==> config.mk <==
export PLATFORM = sky130hd
export DESIGN_NAME = stepper_phase_sequencer_unit
export DESIGN_NICKNAME = d
export VERILOG_FILES = /design/src/rtl/sps_pkg.sv /design/src/rtl/stepper_phase_sequencer_unit.sv /design/src/rtl/sps_core.sv
export SDC_FILE = /design/constraint.sdc
export NUM_CORES = 1
export LEC_CHECK = 0
export ABC_AREA = 1
export BUFFER_PORTS_ARGS = -buffer_cell sky130_fd_sc_hd__buf_2
export CAP_MARGIN = 30
export CORE_UTILIZATION = 63
export CTS_CLUSTER_SIZE = 24
export DETAILED_ROUTE_END_ITERATION = 10
export MAX_ROUTING_LAYER = met4
export PLACE_DENSITY = 0.82
export SYNTH_ARGS = -nofsm -noshare
export SYNTH_HDL_FRONTEND = slang
export SYNTH_SLANG_ARGS = --single-unit
==> constraint.sdc <==
create_clock -name clk -period 3.9 [get_ports clk]
set_clock_uncertainty 0.05 [all_clocks]
set_input_delay 0.195 -clock clk [delete_from_list [all_inputs] [get_ports clk]]
set_output_delay 0.195 -clock clk [all_outputs]
set_load 0.02 [all_outputs]
==> src/rtl/sps_pkg.sv <==
// Shared types, constants and coil tables for the stepper phase sequencer.
package sps_pkg;

    localparam int DELAY_W = 16;
    localparam int DEG_W   = 16;
    localparam int COIL_W  = 4;
    localparam int PHASE_W = 3;
    localparam int SEQ_W   = 17;
    localparam int IDX_W   = 1;

    localparam logic [IDX_W-1:0] REG_STEP_DELAY = 1'd0;
    localparam logic [IDX_W-1:0] REG_HALF_STEP  = 1'd1;

    localparam logic [DELAY_W-1:0] STEP_DELAY_RST = 16'd2;

    // Degrees are scaled by 64 and divided by 45 through a fixed-point reciprocal.
    localparam int SCALED_W = DEG_W + 6;
    localparam int RECIP_W  = 23;
    localparam int RECIP_SH = 28;
    localparam int PROD_W   = SCALED_W + RECIP_W;
    localparam logic [RECIP_W-1:0] RECIP_45 = 23'd5965233;

    localparam logic [PHASE_W-1:0] FULL_LAST = 3'd3;
    localparam logic [PHASE_W-1:0] HALF_LAST = 3'd7;

    typedef struct packed {
        logic [DELAY_W-1:0] step_delay;
        logic               half_step;
    } cfg_t;

    typedef struct packed {
        logic              rejected;
        logic              done_res;
        logic              busy_res;
        logic [COIL_W-1:0] coils;
    } result_t;

    function automatic logic [COIL_W-1:0] pattern_of(input logic half,
                                                     input logic [PHASE_W-1:0] idx);
        logic [COIL_W-1:0] pat;
        if (half)
        begin
            case (idx)
                3'd0:    pat = 4'h1;
                3'd1:    pat = 4'h3;
                3'd2:    pat = 4'h2;
                3'd3:    pat = 4'h6;
                3'd4:    pat = 4'h4;
                3'd5:    pat = 4'hC;
                3'd6:    pat = 4'h8;
                default: pat = 4'h9;
            endcase
        end
        else
        begin
            case (idx[1:0])
                2'd0:    pat = 4'h3;
                2'd1:    pat = 4'h6;
                2'd2:    pat = 4'hC;
                default: pat = 4'h9;
            endcase
        end
        return pat;
    endfunction

endpackage

==> src/rtl/stepper_phase_sequencer_unit.sv <==
// Top level of the stepper phase sequencer: ports, configuration and result buffer.
//
// Channel   Direction  Signals                         Content
// s_*       in         s_tvalid s_tready s_tdata s_tuser  tick or move command beat
// m_*       out        m_tvalid m_tready m_tdata         one result beat per input beat
// cfg_*     in         cfg_valid cfg_ready cfg_index cfg_data  register write
//
// Each input beat's result is registered on the same edge that accepts the beat.
// A two-entry result buffer lets a new beat be accepted while a result waits.
// The input is stalled only when both buffer entries are full.
// Reset clears the sequencer to idle with all coils off and step_delay of 2.
module stepper_phase_sequencer_unit
(
    input  logic        clk,
    input  logic        rst_n,
    input  logic        s_tvalid,
    output logic        s_tready,
    input  logic [15:0] s_tdata,   // [15:0] degrees
    input  logic [0:0]  s_tuser,   // [0] func
    output logic        m_tvalid,
    input  logic        m_tready,
    output logic [7:0]  m_tdata,   // [3:0] coils, [4] busy_res, [5] done_res, [6] rejected
    input  logic        cfg_valid,
    output logic        cfg_ready,
    input  logic [sps_pkg::IDX_W-1:0] cfg_index,
    input  logic [15:0] cfg_data
);

    sps_pkg::cfg_t    cfg_reg;
    sps_pkg::result_t core_res;
    sps_pkg::result_t head_reg, head_next;
    sps_pkg::result_t skid_reg, skid_next;
    logic [1:0]       count_reg, count_next;
    logic             push;
    logic             pop;

    assign cfg_ready = 1'b1;
    assign s_tready  = (count_reg != 2'd2);
    assign push      = s_tvalid && s_tready;
    assign pop       = m_tvalid && m_tready;
    assign m_tvalid  = (count_reg != 2'd0);
    assign m_tdata   = {1'b0, head_reg};

    always_ff @(posedge clk or negedge rst_n)
    begin
        if (!rst_n)
        begin
            cfg_reg.step_delay <= sps_pkg::STEP_DELAY_RST;
            cfg_reg.half_step  <= 1'b0;
        end
        else if (cfg_valid && cfg_ready)
        begin
            unique case (cfg_index)
                sps_pkg::REG_STEP_DELAY: cfg_reg.step_delay <= cfg_data;
                sps_pkg::REG_HALF_STEP:  cfg_reg.half_step  <= cfg_data[0];
                default: ;
            endcase
        end
    end

    sps_core u_core
    (
        .clk     (clk),
        .rst_n   (rst_n),
        .accept  (push),
        .func    (s_tuser[0]),
        .degrees (s_tdata),
        .cfg     (cfg_reg),
        .result  (core_res)
    );

    always_comb
    begin
        head_next  = head_reg;
        skid_next  = skid_reg;
        count_next = count_reg;
        if (push && pop)
        begin
            if (count_reg == 2'd1)
            begin
                head_next = core_res;
            end
            else
            begin
                head_next = skid_reg;
                skid_next = core_res;
            end
        end
        else if (pop)
        begin
            head_next  = skid_reg;
            count_next = count_reg - 2'd1;
        end
        else if (push)
        begin
            if (count_reg == 2'd0)
            begin
                head_next = core_res;
            end
            else
            begin
                skid_next = core_res;
            end
            count_next = count_reg + 2'd1;
        end
    end

    always_ff @(posedge clk or negedge rst_n)
    begin
        if (!rst_n)
        begin
            count_reg <= 2'd0;
        end
        else
        begin
            count_reg <= count_next;
        end
    end

    always_ff @(posedge clk)
    begin
        head_reg <= head_next;
        skid_reg <= skid_next;
    end

`ifndef SYNTHESIS
    a_count_range: assert property (@(posedge clk) disable iff (!rst_n)
        count_reg != 2'd3)
        else $error("result buffer count out of range");

    a_stall_needs_result: assert property (@(posedge clk) disable iff (!rst_n)
        !s_tready |-> m_tvalid)
        else $error("input stalled with no result pending");

    a_reject_while_busy: assert property (@(posedge clk) disable iff (!rst_n)
        (m_tvalid && head_reg.rejected) |-> head_reg.busy_res)
        else $error("rejected result without busy");

    a_done_not_busy: assert property (@(posedge clk) disable iff (!rst_n)
        (m_tvalid && head_reg.done_res) |-> !head_reg.busy_res)
        else $error("done result still busy");
`endif

endmodule

==> src/rtl/sps_core.sv <==
// Sequencer state and the single-pass update applied to each accepted beat.
module sps_core
(
    input  logic                         clk,
    input  logic                         rst_n,
    input  logic                         accept,
    input  logic                         func,
    input  logic [sps_pkg::DEG_W-1:0]    degrees,
    input  sps_pkg::cfg_t                cfg,
    output sps_pkg::result_t             result
);

    logic [sps_pkg::COIL_W-1:0]  coil_reg,   coil_next;
    logic [sps_pkg::PHASE_W-1:0] phase_reg,  phase_next;
    logic [sps_pkg::DELAY_W-1:0] hold_reg,   hold_next;
    logic [sps_pkg::SEQ_W-1:0]   seqs_reg,   seqs_next;
    logic [sps_pkg::SEQ_W-1:0]   target_reg, target_next;
    logic                        moving_reg, moving_next;

    logic [sps_pkg::SCALED_W-1:0] scaled;
    logic [sps_pkg::PROD_W-1:0]   prod;
    logic [sps_pkg::SEQ_W-1:0]    target_cmd;
    logic [sps_pkg::DELAY_W-1:0]  delay;
    logic [sps_pkg::DELAY_W-1:0]  hold_inc;
    logic [sps_pkg::SEQ_W-1:0]    seqs_inc;
    logic [sps_pkg::PHASE_W-1:0]  last_phase;
    logic                         done_flag;
    logic                         rej_flag;

    assign scaled     = {degrees, 6'b0};
    assign prod       = sps_pkg::PROD_W'(scaled) * sps_pkg::PROD_W'(sps_pkg::RECIP_45);
    assign target_cmd = prod[sps_pkg::RECIP_SH +: sps_pkg::SEQ_W];
    assign delay      = (cfg.step_delay == '0) ? sps_pkg::DELAY_W'(1) : cfg.step_delay;
    assign hold_inc   = hold_reg + sps_pkg::DELAY_W'(1);
    assign seqs_inc   = seqs_reg + sps_pkg::SEQ_W'(1);
    assign last_phase = cfg.half_step ? sps_pkg::HALF_LAST : sps_pkg::FULL_LAST;

    always_comb
    begin
        coil_next   = coil_reg;
        phase_next  = phase_reg;
        hold_next   = hold_reg;
        seqs_next   = seqs_reg;
        target_next = target_reg;
        moving_next = moving_reg;
        done_flag   = 1'b0;
        rej_flag    = 1'b0;
        if (func)
        begin
            if (moving_reg)
            begin
                rej_flag = 1'b1;
            end
            else if (target_cmd == '0)
            begin
                done_flag = 1'b1;
            end
            else
            begin
                target_next = target_cmd;
                seqs_next   = '0;
                phase_next  = '0;
                hold_next   = '0;
                moving_next = 1'b1;
                coil_next   = sps_pkg::pattern_of(cfg.half_step, '0);
            end
        end
        else if (moving_reg)
        begin
            hold_next = hold_inc;
            if (hold_inc >= delay)
            begin
                hold_next = '0;
                if (phase_reg >= last_phase)
                begin
                    phase_next = '0;
                    seqs_next  = seqs_inc;
                    if (seqs_inc >= target_reg)
                    begin
                        moving_next = 1'b0;
                        done_flag   = 1'b1;
                    end
                end
                else
                begin
                    phase_next = phase_reg + sps_pkg::PHASE_W'(1);
                end
                if (moving_next)
                begin
                    coil_next = sps_pkg::pattern_of(cfg.half_step, phase_next);
                end
            end
        end
    end

    assign result.coils    = coil_next;
    assign result.busy_res = moving_next;
    assign result.done_res = done_flag;
    assign result.rejected = rej_flag;

    always_ff @(posedge clk or negedge rst_n)
    begin
        if (!rst_n)
        begin
            coil_reg   <= '0;
            phase_reg  <= '0;
            hold_reg   <= '0;
            seqs_reg   <= '0;
            target_reg <= '0;
            moving_reg <= 1'b0;
        end
        else if (accept)
        begin
            coil_reg   <= coil_next;
            phase_reg  <= phase_next;
            hold_reg   <= hold_next;
            seqs_reg   <= seqs_next;
            target_reg <= target_next;
            moving_reg <= moving_next;
        end
    end

endmodule

==> flow_summary.json <==
{
  "whs_ps": 28.0,
  "wl_um": 38400,
  "grt_pass1_vias": 12000,
  "multi_input_area_sq_um": 8460,
  "vias": 11400,
  "place_inst": 1923,
  "syn_inst": 1526,
  "synth.most_common_cell": "nand2_1",
  "slowest_stage": "fa_1",
  "register_area_sq_um": 2350,
  "dpl.hpwl_um": 24600,
  "vias_per_cell": 5.78,
  "die_h_um": 137,
  "min_period_ps": 5640,
  "drtIter0Drc": 944,
  "synth_top_area_share": 0.186,
  "port_buffers": 47,
  "hold_viol": 0,
  "status": "complete, but fails checks",
  "final_cells": 1974,
  "grt_pass1_wl_um": 58300,
  "drv_cap": 0,
  "antenna_found_initial": 1,
  "cts_tree": "done",
  "ff2ff_setup_slack_ps": -490,
  "clk_latency_ps": 360,
  "worstSetupPathType": "in -> reg",
  "post_route_cells_drive_above_1_share": 0.257,
  "async_flop_share": 0.846,
  "crit_top_cell": "nand2_1",
  "nets": 2037,
  "cpPeakStageDelay_ps": 680,
  "ys_warn_count": 0,
  "rsz0062_at_grt": "yes",
  "firstDrtPassIters": 6,
  "fp-row-count": 49,
  "die_area_sq_um": 18800,
  "hold_path_class": "in -> reg",
  "timing.fmax_ghz": 0.177,
  "die_w_um": 137,
  "grt_overflow_total": 0,
  "tightest_slew_ps": 1040,
  "setup_viol": 70,
  "relSlewSlack": 0.307,
  "period_share": 1.45,
  "critPathMaxFanout": 4,
  "yosysSeqAreaShare": 0.204,
  "syn_nets": 1824,
  "startpoint_type": "input pin",
  "initial_core_util": 0.642,
  "synth-edff-count": 14,
  "arrival_ps": 5690,
  "core_area_sq_um": 17900,
  "synth_area_sq_um": 11500,
  "clock-sinks": 91,
  "area_growth_pct": 27.0,
  "drc_errors": 0,
  "yosysUniqueCellTypes": 52,
  "clockRootBuffer": "clkbuf_16",
  "fin_ws_ps": -1740,
  "path_clk_slew_ps": 80,
  "drtAntennaViolNets": 0,
  "violations": "setup timing",
  "grt_start_max_net_pins": 78,
  "yosysTopAreaCell": "ha_1",
  "wire_per_inst_um": 19.5,
  "fill_cells": 1027,
  "dominantRegCellSynth": "dfrtp_1",
  "place.gp.congestion": 1.01,
  "ctsLongestPathBuffers": 2,
  "synth_common_cells": "nand2_1 (362), inv_1 (356), ha_1 (171)",
  "synth-seq-cells": 91,
  "synth.area.top_cells": "ha_1 (19%), dfrtp_1 (17%), fa_1 (15%), nand2_1 (12%), inv_1 (12%)",
  "grt_use_total": 0.428,
  "avgSynthCellArea_sq_um": 7.53,
  "endpoint_kind": "register",
  "cp.required_ps": 3950,
  "numCtsBuffers": 9,
  "h-tree-depth": 3,
  "postLayoutCoreUtil": 0.815,
  "ios": 50,
  "slew_viol_final": 0
}
critical path: cells and delay by family:
kind,cells,cell delay [ps]
adders and majority gates,7,3100
and+or+nand+nor,12,1270
buffers and inverters,7,670
AOI/OAI and AO/OA,2,460
final timing paths:
| check | startpoint | endpoint | cells past startpoint |
|---|---|---|---|
| hold / removal | cfg_data[12] | cfg_reg[13] | 3 |
| min in group asynchronous | rst_n | u_core.hold_reg[12] | 2 |
| setup / recovery | s_tdata[7] | m_tdata[4] | 28 |
| hold reg to reg | u_core.target_reg[8] | u_core.target_reg[8] | 2 |
| max in group asynchronous | rst_n | cfg_reg[2] | 3 |
| setup reg to reg | u_core.hold_reg[0] | u_core.seqs_reg[15] | 21 |
what timing repair did:
item | in CTS | in global routing
endpoints found under the hold margin | 36 | 0
gates resized for setup | 128 | 36
cloned | 6 | 0
setup endpoints to repair | 70 | 70
buffers inserted | 21 | 5
pin swaps | 53 | 20
hold buffers | 3 | 0
metrics by stage:
| step | TNS [ps] | area (sq um) | setup slack [ps] |
|---|---|---|---|
| floorplan | -80040 | 11800 | -1230 |
| global placement | -122630 | 13200 | -1850 |
| detailed placement | -131360 | 13200 | -2000 |
| CTS | -93930 | 14400 | -1410 |
| global route | -125750 | 14600 | -1890 |
| finish | -115760 | 14600 | -1740 |
per-layer routing:
layer,up-vias,share of wire,global-route usage
li1,5146,-,-
met1,5341,0.35,0.438
met2,657,0.49,0.709
met3,272,0.087,0.117
met4,0,0.077,0.302
met5,-,0,-
final cells by class:
cell class | count | area share
multi-input cells | 1046 | 0.580
flip-flops and latches | 91 | 0.161
repair buffers | 221 | 0.121
inverters | 370 | 0.0953
well taps | 229 | 0.0196
clock buffers | 9 | 0.0154
clock inverters | 7 | 0.00720
diodes | 1 | 0.000171
cells by family (layout without fill, tap and decap cells):
kind of cell,Yosys count,after routing,synth area share
buf+inv,392,607,0.133
simple gates,583,586,0.216
fa+ha+maj,259,259,0.339
other cells,2,3,0.000653
flops,91,91,0.204
xor+xnor,27,27,0.0212
compound gates,172,172,0.0848
placed cells by master, fill, tap and decap left out, types with 4 or more instances in the layout:
cell,n
a21oi_1,63
a21oi_2,11
buf_12,4
buf_2,40
buf_4,151
buf_6,15
clkbuf_16,10
dfrtp_1,76
edfxtp_1,14
fa_1,76
fa_2,12
ha_1,144
ha_4,27
inv_1,336
inv_2,32
nand2_1,310
nand2_2,48
nand2_4,10
nand3_1,40
nand3_2,4
nand3_4,9
nand3b_1,6
nand4_1,18
nor2_1,89
nor2_2,13
nor2_4,7
nor3_1,8
nor4_1,9
o21ai_0,32
o21ai_1,20
o21ai_2,25
o21bai_1,5
or2_2,4
xnor2_1,8
xor2_1,18
Power is not shown: default switching activity piles up to over one toggle a cycle in this logic, so the estimate is an artifact.
